`src/sv/pal_pkg.sv`:
```
// Shared types and constants of the positional array list engine.
// Used by the front decoder, the command queue, the back engine and the top level.
// Depends on nothing.
package pal_pkg;

   localparam int unsigned CMD_W   = 3;
   localparam int unsigned POS_W   = 6;
   localparam int unsigned DATA_W  = 32;
   localparam int unsigned STAT_W  = 2;

   localparam logic [CMD_W-1:0] CMD_INSERT = 3'd0;
   localparam logic [CMD_W-1:0] CMD_DELETE = 3'd1;
   localparam logic [CMD_W-1:0] CMD_GET    = 3'd2;
   localparam logic [CMD_W-1:0] CMD_LOCATE = 3'd3;
   localparam logic [CMD_W-1:0] CMD_CLEAR  = 3'd4;

   localparam logic [STAT_W-1:0] ST_OK   = 2'd0;
   localparam logic [STAT_W-1:0] ST_MISS = 2'd1;
   localparam logic [STAT_W-1:0] ST_FULL = 2'd2;

   localparam int unsigned CMDQ_DEPTH = 2;
   localparam int unsigned CMDQ_AW    = 1;

   typedef struct packed {
      logic [CMD_W-1:0]         command;
      logic [POS_W-1:0]         position;
      logic signed [DATA_W-1:0] value;
   } req_type;

   typedef struct packed {
      logic [STAT_W-1:0]        status;
      logic signed [DATA_W-1:0] read_value;
      logic [POS_W-1:0]         found_position;
      logic [POS_W-1:0]         list_size;
   } rsp_type;

   typedef enum logic [2:0] {
      OP_INSERT,
      OP_DELETE,
      OP_GET,
      OP_LOCATE,
      OP_CLEAR,
      OP_BAD
   } op_type;

   typedef struct packed {
      op_type             op;
      logic [POS_W-1:0]   position;
      logic [DATA_W-1:0]  value;
   } cmd_type;

   typedef enum logic {
      BK_IDLE,
      BK_RUN
   } bk_state_type;

endpackage

```
`src/sv/pal_front.sv`:
```
// Front decoder: accepts request beats and turns each into a classified command.
// Depends on pal_pkg; feeds pal_cmdq.
module pal_front (
   input  logic             req_push,
   output logic             req_full,
   input  pal_pkg::req_type req_data,
   output logic             cq_push,
   input  logic             cq_full,
   output pal_pkg::cmd_type cq_data
);
   import pal_pkg::*;

   assign req_full = cq_full;
   assign cq_push  = req_push & ~cq_full;

   always_comb begin
      cq_data.position = req_data.position;
      cq_data.value    = req_data.value;
      unique case (req_data.command)
         CMD_INSERT: cq_data.op = OP_INSERT;
         CMD_DELETE: cq_data.op = OP_DELETE;
         CMD_GET:    cq_data.op = OP_GET;
         CMD_LOCATE: cq_data.op = OP_LOCATE;
         CMD_CLEAR:  cq_data.op = OP_CLEAR;
         default:    cq_data.op = OP_BAD;
      endcase
   end

endmodule

```
`src/sv/pal_cmdq.sv`:
```
// Short command queue between the front decoder and the back engine.
// Depends on pal_pkg.
module pal_cmdq (
   input  logic             clock,
   input  logic             reset,
   input  logic             push,
   output logic             full,
   input  pal_pkg::cmd_type push_data,
   input  logic             pop,
   output logic             empty,
   output pal_pkg::cmd_type pop_data
);
   import pal_pkg::*;

   cmd_type            q_ff [CMDQ_DEPTH];
   logic [CMDQ_AW:0]   wptr_ff;
   logic [CMDQ_AW:0]   wptr_in;
   logic [CMDQ_AW:0]   rptr_ff;
   logic [CMDQ_AW:0]   rptr_in;
   logic               do_push;
   logic               do_pop;

   assign empty = (wptr_ff == rptr_ff);
   assign full  = (wptr_ff[CMDQ_AW] != rptr_ff[CMDQ_AW]) &&
                  (wptr_ff[CMDQ_AW-1:0] == rptr_ff[CMDQ_AW-1:0]);
   assign do_push  = push & ~full;
   assign do_pop   = pop & ~empty;
   assign pop_data = q_ff[rptr_ff[CMDQ_AW-1:0]];
   assign wptr_in  = do_push ? wptr_ff + 1'b1 : wptr_ff;
   assign rptr_in  = do_pop ? rptr_ff + 1'b1 : rptr_ff;

   always_ff @(posedge clock) begin
      if (reset) begin
         wptr_ff <= '0;
         rptr_ff <= '0;
      end else begin
         wptr_ff <= wptr_in;
         rptr_ff <= rptr_in;
      end
   end

   always_ff @(posedge clock) begin
      if (do_push) begin
         q_ff[wptr_ff[CMDQ_AW-1:0]] <= push_data;
      end
   end

endmodule

```
`src/sv/pal_back.sv`:
```
// Back engine: holds the element memory and the length, shifts, reads and scans
// entries one per cycle, and keeps the result register. Depends on pal_pkg.
module pal_back #(
   parameter int unsigned CAPACITY = 32
) (
   input  logic             clock,
   input  logic             reset,
   input  logic             cq_empty,
   output logic             cq_pop,
   input  pal_pkg::cmd_type cq_data,
   output logic             rsp_empty,
   input  logic             rsp_pop,
   output pal_pkg::rsp_type rsp_data
);
   import pal_pkg::*;

   localparam int unsigned AW = $clog2(CAPACITY);
   localparam int unsigned CW = $clog2(CAPACITY + 1);
   localparam int unsigned XW = ((CW > POS_W) ? CW : POS_W) + 1;

   logic [DATA_W-1:0] mem [CAPACITY];
   logic [DATA_W-1:0] rdata_ff;

   bk_state_type      state_ff, state_in;
   logic [CW-1:0]     count_ff, count_in;
   op_type            op_ff, op_in;
   logic [AW-1:0]     addr_ff, addr_in;
   logic [DATA_W-1:0] value_ff, value_in;
   logic [AW-1:0]     ptr_ff, ptr_in;
   logic [CW-1:0]     rem_ff, rem_in;
   logic              first_ff, first_in;
   logic              pend_ff, pend_in;
   logic              pend_cap_ff, pend_cap_in;
   logic [AW-1:0]     pend_addr_ff, pend_addr_in;
   logic [DATA_W-1:0] rdval_ff, rdval_in;
   logic              out_valid_ff, out_valid_in;
   rsp_type           out_ff, out_in;

   logic              out_load;
   logic              wr_en;
   logic [AW-1:0]     wr_addr;
   logic [DATA_W-1:0] wr_data;
   logic              rd_en;
   logic [AW-1:0]     rd_addr;
   logic [XW-1:0]     p_x;
   logic [XW-1:0]     n_x;
   logic              pos_bad;
   logic              ins_bad;
   logic              is_full;
   logic              match;

   assign rsp_empty = ~out_valid_ff;
   assign rsp_data  = out_ff;
   assign p_x       = XW'(cq_data.position);
   assign n_x       = XW'(count_ff);
   assign is_full   = (n_x >= XW'(CAPACITY));
   assign pos_bad   = (p_x == '0) || (p_x > n_x);
   assign ins_bad   = (p_x == '0) || (p_x > n_x + XW'(1));

   always_comb begin
      state_in     = state_ff;
      count_in     = count_ff;
      op_in        = op_ff;
      addr_in      = addr_ff;
      value_in     = value_ff;
      ptr_in       = ptr_ff;
      rem_in       = rem_ff;
      first_in     = first_ff;
      pend_in      = 1'b0;
      pend_cap_in  = pend_cap_ff;
      pend_addr_in = pend_addr_ff;
      rdval_in     = rdval_ff;
      out_in       = out_ff;
      out_load     = 1'b0;
      cq_pop       = 1'b0;
      wr_en        = 1'b0;
      wr_addr      = '0;
      wr_data      = value_ff;
      rd_en        = 1'b0;
      rd_addr      = ptr_ff;
      match        = 1'b0;

      unique case (state_ff)
         BK_IDLE: begin
            if (!cq_empty && !out_valid_ff) begin
               cq_pop   = 1'b1;
               op_in    = cq_data.op;
               value_in = cq_data.value;
               addr_in  = AW'(p_x - XW'(1));
               out_in   = '{status: ST_MISS, read_value: '0, found_position: '0,
                            list_size: POS_W'(count_ff)};
               unique case (cq_data.op)
                  OP_INSERT: begin
                     if (is_full) begin
                        out_in.status = ST_FULL;
                        out_load      = 1'b1;
                     end else if (ins_bad) begin
                        out_load = 1'b1;
                     end else begin
                        rem_in   = CW'(n_x - p_x + XW'(1));
                        ptr_in   = AW'(n_x - XW'(1));
                        first_in = 1'b0;
                        state_in = BK_RUN;
                     end
                  end
                  OP_DELETE: begin
                     if (pos_bad) begin
                        out_load = 1'b1;
                     end else begin
                        rem_in   = CW'(n_x - p_x + XW'(1));
                        ptr_in   = AW'(p_x - XW'(1));
                        first_in = 1'b1;
                        state_in = BK_RUN;
                     end
                  end
                  OP_GET: begin
                     if (pos_bad) begin
                        out_load = 1'b1;
                     end else begin
                        rem_in   = CW'(1);
                        ptr_in   = AW'(p_x - XW'(1));
                        first_in = 1'b1;
                        state_in = BK_RUN;
                     end
                  end
                  OP_LOCATE: begin
                     rem_in   = count_ff;
                     ptr_in   = '0;
                     first_in = 1'b0;
                     state_in = BK_RUN;
                  end
                  OP_CLEAR: begin
                     count_in         = '0;
                     out_in.status    = ST_OK;
                     out_in.list_size = '0;
                     out_load         = 1'b1;
                  end
                  default: begin
                     out_load = 1'b1;
                  end
               endcase
            end
         end
         BK_RUN: begin
            if (pend_ff) begin
               unique case (op_ff)
                  OP_INSERT: begin
                     wr_en   = 1'b1;
                     wr_addr = pend_addr_ff + AW'(1);
                     wr_data = rdata_ff;
                  end
                  OP_DELETE: begin
                     if (pend_cap_ff) begin
                        rdval_in = rdata_ff;
                     end else begin
                        wr_en   = 1'b1;
                        wr_addr = pend_addr_ff - AW'(1);
                        wr_data = rdata_ff;
                     end
                  end
                  OP_GET: begin
                     rdval_in = rdata_ff;
                  end
                  OP_LOCATE: begin
                     match = (rdata_ff == value_ff);
                  end
                  default: begin
                  end
               endcase
            end
            if (match) begin
               out_in = '{status: ST_OK, read_value: '0,
                          found_position: POS_W'({1'b0, pend_addr_ff} + (AW + 1)'(1)),
                          list_size: POS_W'(count_ff)};
               out_load = 1'b1;
               state_in = BK_IDLE;
            end else if (rem_ff != '0) begin
               rd_en        = 1'b1;
               pend_in      = 1'b1;
               pend_addr_in = ptr_ff;
               pend_cap_in  = first_ff;
               first_in     = 1'b0;
               rem_in       = rem_ff - CW'(1);
               ptr_in       = (op_ff == OP_INSERT) ? ptr_ff - AW'(1) : ptr_ff + AW'(1);
            end else if (!pend_ff) begin
               out_in   = '{status: ST_OK, read_value: '0, found_position: '0,
                            list_size: POS_W'(count_ff)};
               out_load = 1'b1;
               state_in = BK_IDLE;
               unique case (op_ff)
                  OP_INSERT: begin
                     wr_en            = 1'b1;
                     wr_addr          = addr_ff;
                     wr_data          = value_ff;
                     count_in         = count_ff + CW'(1);
                     out_in.list_size = POS_W'(count_ff + CW'(1));
                  end
                  OP_DELETE: begin
                     count_in          = count_ff - CW'(1);
                     out_in.read_value = rdval_ff;
                     out_in.list_size  = POS_W'(count_ff - CW'(1));
                  end
                  OP_GET: begin
                     out_in.read_value = rdval_ff;
                  end
                  default: begin
                     out_in.status = ST_MISS;
                  end
               endcase
            end
         end
         default: begin
            state_in = BK_IDLE;
         end
      endcase

      out_valid_in = (out_valid_ff & ~rsp_pop) | out_load;
   end

   always_ff @(posedge clock) begin
      if (reset) begin
         state_ff     <= BK_IDLE;
         count_ff     <= '0;
         pend_ff      <= 1'b0;
         out_valid_ff <= 1'b0;
      end else begin
         state_ff     <= state_in;
         count_ff     <= count_in;
         pend_ff      <= pend_in;
         out_valid_ff <= out_valid_in;
      end
   end

   always_ff @(posedge clock) begin
      op_ff        <= op_in;
      addr_ff      <= addr_in;
      value_ff     <= value_in;
      ptr_ff       <= ptr_in;
      rem_ff       <= rem_in;
      first_ff     <= first_in;
      pend_cap_ff  <= pend_cap_in;
      pend_addr_ff <= pend_addr_in;
      rdval_ff     <= rdval_in;
      out_ff       <= out_in;
   end

   always_ff @(posedge clock) begin
      if (wr_en) begin
         mem[wr_addr] <= wr_data;
      end
      if (rd_en) begin
         rdata_ff <= mem[rd_addr];
      end
   end

endmodule

```
`src/sv/positional_array_list_engine.sv`:
```
// Ordered list of signed 32-bit values with insert, delete, get, locate and clear commands.
// A rejected command or a clear is answered from the idle state; every other command
// goes through the run state: insert shifts the entries from the end toward the position
// and writes the new value, delete reads the removed entry and moves each later entry
// forward, get reads one entry, and locate scans from the front until the first match.
// The element memory reads one entry per cycle while the shifted entry before it is
// written back. A two-entry command queue takes new request beats while the engine works
// and while a response beat waits to be popped. The memory needs no clearing after
// reset. Top level; depends on pal_pkg, pal_front, pal_cmdq and pal_back.
module positional_array_list_engine #(
   parameter int unsigned CAPACITY = 32
) (
   input  logic             clock,
   input  logic             reset,
   input  logic             req_push,
   output logic             req_full,
   input  pal_pkg::req_type req_data,
   output logic             rsp_empty,
   input  logic             rsp_pop,
   output pal_pkg::rsp_type rsp_data
);
   import pal_pkg::*;

   logic    cq_push;
   logic    cq_full;
   cmd_type cq_in;
   logic    cq_pop;
   logic    cq_empty;
   cmd_type cq_out;

   pal_front u_front (
      .req_push (req_push),
      .req_full (req_full),
      .req_data (req_data),
      .cq_push  (cq_push),
      .cq_full  (cq_full),
      .cq_data  (cq_in)
   );

   pal_cmdq u_cmdq (
      .clock     (clock),
      .reset     (reset),
      .push      (cq_push),
      .full      (cq_full),
      .push_data (cq_in),
      .pop       (cq_pop),
      .empty     (cq_empty),
      .pop_data  (cq_out)
   );

   pal_back #(
      .CAPACITY (CAPACITY)
   ) u_back (
      .clock     (clock),
      .reset     (reset),
      .cq_empty  (cq_empty),
      .cq_pop    (cq_pop),
      .cq_data   (cq_out),
      .rsp_empty (rsp_empty),
      .rsp_pop   (rsp_pop),
      .rsp_data  (rsp_data)
   );

endmodule

```
`config.mk`:
```
export PLATFORM = sky130hd
export DESIGN_NAME = positional_array_list_engine
export DESIGN_NICKNAME = d
export VERILOG_FILES = /design/src/sv/pal_pkg.sv /design/src/sv/pal_front.sv /design/src/sv/pal_cmdq.sv /design/src/sv/pal_back.sv /design/src/sv/positional_array_list_engine.sv
export SDC_FILE = /design/constraint.sdc
export NUM_CORES = 1
export LEC_CHECK = 0
export BUFFER_PORTS_ARGS = -buffer_cell sky130_fd_sc_hd__buf_4
export CORE_MARGIN = 3
export CORE_UTILIZATION = 45
export DETAILED_ROUTE_END_ITERATION = 8
export REMOVE_ABC_BUFFERS = 1
export SLEW_MARGIN = 20
export SYNTH_ARGS = -nofsm -noshare
export SYNTH_HDL_FRONTEND = slang
export SYNTH_SLANG_ARGS = --single-unit
```
`constraint.sdc`:
```
create_clock -name clock -period 19.38 [get_ports clock]
set_input_delay 0.969 -clock clock [delete_from_list [all_inputs] [get_ports clock]]
set_output_delay 0.969 -clock clock [all_outputs]
set_load 0.1 [all_outputs]
```
==> run_results.csv, run 1 <==
group,metric,value,unit
status,status,"complete, no violations",
grt,grt.overflow.total,0,
pwr,power_density,160,nW/um^2
grt,antenna_found_initial,3,
grt,grt_start_max_net_pins,145,
route,via_per_inst,5.95,
setup_path,path_delay_family,"simple AND/OR/NAND/NOR gates",
floorplan,fp.dieArea,116000,sq um
logic_synthesis,ys_top_cells_by_area,"edfxtp_1 (76%), mux4_2 (14%), mux2_2 (2.2%), ha_1 (0.87%), xor2_1 (0.64%)",
cts,clkTransAtPathRegs,0.06,ns
logic_synthesis,synth_top_area_share,0.758,
logic_synthesis,ys_top_cells_by_count,"edfxtp_1 (1274), mux4_2 (320), mux2_2 (99), clkbuf_1 (64), nor2_1 (53)",
timing,fin_tns_setup,0,ns
timing,setup_slack,14.94,ns
setup_path,cp.buffers_inverters,1,
setup_path,max_stage_delay,0.71,ns
setup_path,required,19.73,ns
logic_synthesis,ys_seq_area_frac,0.763,
timing,maxSlewHeadroom,0.261,
placed_design,place_ws,15.00,ns
cts,cts_setup_buffers,0,
setup_path,reg2reg_depth,6,
logic_synthesis,synth.distinct_cells,63,
route,first_pass_iters,5,
final_layout,area_growth,14.5,%
cts,cts_tree,"yes",
timing,finalCritPeriodShare,0.229,
route,finalWirelength,130000,microns
final_layout,antenna_cells,0,
logic_synthesis,syn_area,50500,sq um
final_layout,drive_gt1_frac,0.314,
final_layout,nets,2542,
route,wire_per_inst,31.9,microns
floorplan,coreArea,111000,sq um
timing,finalHoldViolCount,0,
timing,slew_viol_final,0,
logic_synthesis,ys.flop_type,"edfxtp_1",
route,drtIter0Drc,2868,
logic_synthesis,yosysTopAreaCell,"edfxtp_1",
floorplan,io_pins,93,
floorplan,fp.dieH,341,microns
placed_design,hpwl,67400,microns
cts,clockBufferDepth,3,
cts,cts_root_buf,"clkbuf_16",
cts,hold_buffers,0,
run,maxCapViolations,0,
grt,met3_usage,0.0477,
grt,use_met1,0.325,
setup_path,path_class,"reg -> reg",
setup_path,end_kind,"flip-flop",
cts,worstSkewPairLatency,0.74,ns
cts,cts_max_level,4,
timing,finClkSkew,0.0314,ns
min_path,hp-class,"in -> reg",
logic_synthesis,synth_edf_count,1274,
logic_synthesis,syn_avg_cell_area,22.2,sq um
pwr,total_power,9.26,mW
logic_synthesis,yosys_warnings,0,
setup_path,slowest_stage,"nor3_2",
logic_synthesis,ys_ff_latch,1288,
placed_design,gp_congestion,0.853,
logic_synthesis,ys_async_sr_fraction,0,
cts,cts.sinks,1288,
grt,grtUsageTotal,0.225,
logic_synthesis,syn_inst,2278,
route,post-route-drc-count,0,
grt,grt_pass1_wl,183000,microns
floorplan,initial_core_util,0.455,
floorplan,num_rows,122,
cts,cts-buffers-inserted,138,
placed_design,io_buffers,92,
setup_path,cp.arrival,4.80,ns
logic_synthesis,synth_most_common_cell,"edfxtp_1",
route,postRouteAntennaNets,0,
grt,grt_pass1_vias,24562,
timing,period_needed,4.44,ns
timing,fmax,225,MHz
timing,rsz0062_at_grt,"false",
setup_path,cp_max_fo,26,
grt,met2_usage,0.345,
timing,worstMarginPinSlew,1.11,ns
timing,setup_viol,0,
pwr,p_leak,18.3,nW
setup_path,cp-start-kind,"flip-flop",
setup_path,worstSetupPathDepth,6,
pwr,irDropWorstVdd,0.119,mV
route,vias,24130,
final_layout,fillCellCount,8544,
floorplan,die_w,341,microns
grt,busiest_layer,"met2",
cts,cts.repair.resized,0,
setup_path,crit_chain,"or3_1 -> nor4_2 -> a22o_1 -> nand3_1 -> nor3_2 -> buf_4",
min_path,hold-path-cell-count,1,
[metal layers]
metal | part of all wire | vias up | wire length (microns)
li1 | - | 9900 | -
met1 | 0.42 | 12905 | 54100
met2 | 0.47 | 1130 | 61000
met3 | 0.083 | 193 | 10700
met4 | 0.029 | 2 | 3720
met5 | 0.00010 | - | 13
[sequential cells by signal (all words and copies together) (netlist names), 2 cells and up, named ones only]
signal               flops
u_back.mem            1024
u_cmdq.q_ff             82
u_back.rsp_data         46
u_back.rdata_ff         32
u_back.rdval_ff         32
u_back.value_ff         32
u_back.count_ff          6
u_back.rem_ff            6
u_back.addr_ff           5
u_back.pend_addr_ff      5
u_back.ptr_ff            5
u_back.op_ff             3
u_cmdq.rptr_ff           2
u_cmdq.wptr_ff           2
[through the flow]
stage / utilization / hold WS [ns] / std cells / cell area, sq um
3_5_place_dp: 0.480 / 0.482 / 3804 / 53300
5_1_grt: 0.521 / 0.376 / 4055 / 57800
3_3_place_gp: 0.480 / 0.478 / 3804 / 53300
6_report: 0.521 / 0.411 / 4055 / 57800
2_1_floorplan: - / 0.400 / 2171 / 50000
4_1_cts: 0.520 / 0.360 / 4053 / 57700
[cell type report]
cell class	instances	area, sq um	share of cell area
repair buffers	147	1170	0.0203
flip-flops and latches	1288	38500	0.667
clock inverters	79	785	0.0136
inverters	36	135	0.00234
well taps	1488	1860	0.0322
clock buffers	170	3660	0.0633
multi-input cells	847	11600	0.201
[logic make-up after synthesis]
group           Yosys count  share of synthesized area
xor+xnor                 71                     0.0123
simple gates            205                     0.0213
flops                  1288                      0.763
compound gates          105                     0.0149
buf+inv                 143                     0.0115
fa+ha+maj                39                     0.0103
mux                     427                      0.166
[worst register-to-register path: cells and delay by family (launching register included)]
| kind | cells | cell delay, ns |
|---|---|---|
| compound gates | 1 | 0.42 |
| buf+inv | 1 | 0.71 |
| flops | 1 | 0.55 |
| simple gates | 4 | 2.34 |
[report_power, final]
part	internal [mW]	switching [mW]
clock	1.50	1.07
sequential	3.69	0.148
combinational	1.06	1.80
[cells in the final DEF (no fill, tap or decap), types with 4 or more instances in the layout]
cell type	n
edfxtp_1	1274
mux4_2	320
buf_4	142
clkbuf_16	140
mux2_2	99
xor2_1	37
ha_1	35
xnor2_1	34
inv_1	33
clkinv_1	33
nor2_1	32
and2_1	32
a21oi_1	26
clkbuf_1	26
nand2_1	25
nor2_4	25
clkinv_2	20
nor3_1	17
nand3_1	16
o21ai_0	14
dfxtp_1	13
bufinv_16	11
a21o_1	9
mux2i_1	8
nor4_1	8
nand4_1	8
nand2b_1	7
a211oi_1	7
nor3_2	7
inv_6	6
nor2b_1	5
a311oi_1	5
o211ai_1	5
clkinv_8	5
or3_1	4
o21bai_1	4
fa_1	4
clkbuf_8	4
[path summary, 6_finish.rpt]
check	slack, ns	endpoint	start
max	14.94	u_back.mem[22][22]$_DFFE_PP_	u_back.op_ff[1]$_DFFE_PP_
min	0.41	u_cmdq.q_ff[0][10]$_DFFE_PP_	req_data[10]
max reg2reg	14.94	u_back.mem[22][22]$_DFFE_PP_	u_back.op_ff[1]$_DFFE_PP_
min reg2reg	0.49	u_back.rdval_ff[4]$_DFFE_PP_	u_back.rdata_ff[4]$_DFFE_PP_
Note: power is estimated with default switching activity, not from simulation.
==> run 2, diff against run 1 <==
--- a/config.mk
+++ b/config.mk
@@ -5,6 +5,7 @@
 export SDC_FILE = /design/constraint.sdc
 export NUM_CORES = 1
 export LEC_CHECK = 0
+export ABC_AREA = 1
 export BUFFER_PORTS_ARGS = -buffer_cell sky130_fd_sc_hd__buf_4
 export CORE_MARGIN = 3
 export CORE_UTILIZATION = 45
==> constraint.sdc (replaced) <==
create_clock -name clock -period 4.2 [get_ports clock]
set_input_delay 0.21 -clock clock [delete_from_list [all_inputs] [get_ports clock]]
set_output_delay 0.21 -clock clock [all_outputs]
set_load 0.1 [all_outputs]
==> run_results.csv, run 2 <==
group,metric,value,unit
logic_synthesis,synth.distinct_cells,45,
timing,fmax,281,MHz
setup_path,cp.buffers_inverters,2,
timing,finClkSkew,0.0304,ns
logic_synthesis,syn_avg_cell_area,13.1,sq um
run,maxCapViolations,0,
setup_path,path_delay_family,"buffers and inverters",
min_path,hp-class,"in -> reg",
floorplan,die_w,345,microns
pwr,p_seq_frac,0.382,
final_layout,nets,4225,
logic_synthesis,ys_ff_latch,1288,
floorplan,fp.dieH,345,microns
logic_synthesis,ys.flop_type,"edfxtp_1",
cts,cts_setup_buffers,0,
placed_design,io_buffers,92,
pwr,switching_power,18.7,mW
cts,clkTransAtPathRegs,0.06,ns
grt,grt_pass1_vias,31773,
final_layout,antenna_cells,0,
pwr,p_leak,20.1,nW
placed_design,hpwl,90200,microns
route,finalWirelength,150000,microns
setup_path,cp.arrival,4.22,ns
route,via_per_inst,5.87,
final_layout,layout_commonest_cell,"edfxtp_1",
timing,fin_tns_setup,0,ns
cts,cts_max_level,4,
setup_path,crit_chain,"buf_4 -> or2_2 -> o21ai_0 -> ha_1 -> fa_1 -> nor2_1 -> o21ai_0 -> nand3_1 -> nand2_1 -> nand3_1 -> nand3_1 -> nand2_1 -> nand2_1 -> a21oi_1 -> dlygate4sd3_1",
timing,maxSlewHeadroom,0.236,
floorplan,io_pins,93,
grt,grt_pass1_wl,218000,microns
pwr,p_clk_frac,0.247,
cts,hold_buffers,45,
logic_synthesis,ys_top_cells_by_area,"edfxtp_1 (74%), o21ai_0 (5.9%), nor2_1 (5.0%), o221ai_1 (3.4%), nand2_1 (2.5%)",
floorplan,initial_core_util,0.457,
final_layout,drive_gt1_frac,0.115,
logic_synthesis,ys_async_sr_fraction,0,
grt,grt_start_max_net_pins,166,
cts,cts-buffers-inserted,136,
setup_path,cp-start-kind,"flip-flop",
final_layout,final_cell_area,59700,sq um
timing,setup_slack,0.647,ns
grt,busiest_layer,"met2",
setup_path,path_class,"reg -> reg",
grt,grtUsageTotal,0.247,
logic_synthesis,yosys_warnings,0,
grt,met2_usage,0.386,
route,drtIter0Drc,4243,
final_layout,top_register,"u_back.mem",
cts,cts.repair.resized,0,
final_layout,stdcell_count,5737,
timing,worstMarginPinSlew,1.14,ns
setup_path,max_stage_delay,0.62,ns
timing,finalCritPeriodShare,0.846,
placed_design,place_area,55000,sq um
route,first_pass_iters,7,
route,vias,33653,
setup_path,end_kind,"flip-flop",
grt,antenna_found_initial,1,
floorplan,fp.dieArea,119000,sq um
logic_synthesis,yosysTopAreaCell,"edfxtp_1",
grt,use_met1,0.338,
pwr,combPwrFrac,0.371,
placed_design,gp_congestion,0.889,
route,postRouteAntennaNets,0,
timing,slew_viol_final,0,
route,post-route-drc-count,0,
placed_design,place_ws,0.791,ns
logic_synthesis,synth_edf_count,1274,
grt,grt.overflow.total,0,
setup_path,required,4.87,ns
cts,worstSkewPairLatency,0.73,ns
setup_path,slowest_stage,"dfxtp_2",
timing,finalHoldViolCount,0,
floorplan,num_rows,123,
cts,clockBufferDepth,3,
final_layout,area_growth,15.4,%
timing,holdWs,0.217,ns
timing,period_needed,3.55,ns
logic_synthesis,synth_top_area_share,0.740,
pwr,swShare,0.402,
pwr,power_density,781,nW/um^2
status,status,"complete, no violations",
cts,cts_root_buf,"clkbuf_16",
logic_synthesis,syn_area,51700,sq um
logic_synthesis,ys_seq_area_frac,0.745,
route,wire_per_inst,26.2,microns
pwr,irDropWorstVdd,0.945,mV
cts,cts_tree,"yes",
timing,rsz0062_at_grt,"false",
grt,met3_usage,0.0565,
final_layout,final_cell_mix,"edfxtp_1 (1274), nor2_1 (657), o21ai_0 (588)",
floorplan,coreArea,113000,sq um
setup_path,cp_max_fo,24,
logic_synthesis,syn_inst,3959,
placed_design,dp.cells,5458,
pwr,internal_power,27.9,mW
logic_synthesis,ys_top_cells_by_count,"edfxtp_1 (1274), nor2_1 (691), o21ai_0 (610), nand2_1 (348), o221ai_1 (200)",
final_layout,largest_reg_flops,1024,
logic_synthesis,synth_most_common_cell,"edfxtp_1",
cts,cts.sinks,1288,
timing,setup_viol,0,
==> run 2: changes by cell type after synthesis, sizes merged, moves of 30 or more <==
cell / delta
nor2: +639
and2: -32
buf: +43
o22ai: +61
nand2: +324
o21ai: +613
clkbuf: +91
mux4: -320
inv: +134
nand3: +92
mux2: -89
a21oi: +30
o221ai: +200
==> run 2: power by group through the flow <==
| stage | Sequential, mW | Combinational [mW] | Clock (mW) |
|---|---|---|---|
| 6_report | 17.8 | 17.3 | 11.5 |
| 4_1_cts | 17.8 | 17.2 | 11.7 |
| 3_3_place_gp | 18.0 | 17.0 | 0 |
| 5_1_grt | 17.9 | 18.6 | 12.2 |
| 2_1_floorplan | 20.0 | 7.17 | 0 |
| 3_5_place_dp | 18.0 | 17.1 | 0 |
==> run 2: worst paths after layout <==
kind	startpoint	endpoint	slack [ns]	cells after the start
worst min register to register	u_back.first_ff$_SDFFCE_PP0P_	u_back.pend_cap_ff$_DFFE_PP_	0.44	0
worst max-delay path	flip-flop	u_back.out_valid_ff$_SDFF_PP0_	0.65	15
worst max register to register	flip-flop	u_back.out_valid_ff$_SDFF_PP0_	0.65	15
worst min-delay path	req_data[34]	u_cmdq.q_ff[0][34]$_DFFE_PP_	0.22	2
==> run 2: area by class of cell <==
cell class | instances | area [sq um]
repair buffers | 285 | 2510
fillers | 9554 | 53600
clock buffers | 178 | 3700
inverters | 172 | 673
clock inverters | 56 | 512
flip-flops and latches | 1288 | 38500
well taps | 1500 | 1880
multi-input cells | 2258 | 11900
==> run 2: routing by layer <==
metal,share of wire,vias up
li1,-,14974
met1,0.40,16823
met2,0.47,1601
met3,0.091,255
met4,0.036,0
met5,0,-
==> run 2: cell families after synthesis <==
group                      Yosys count  synth area share
AOI/OAI and AO/OA                  986             0.113
xor gates and xnor gates            32           0.00542
adders and majority gates           39            0.0100
buffers and inverters              413            0.0326
DFF                               1288             0.745
muxes                               10           0.00218
and+or+nand+nor                   1191            0.0921
==> run 2: per-stage QoR <==
step                      utilization  power [mW]
final                           0.527        46.6
after global routing            0.527        48.7
after CTS                       0.527        46.7
after detailed placement        0.486        35.2
after global placement          0.486        35.0
after floorplan                     -        27.2
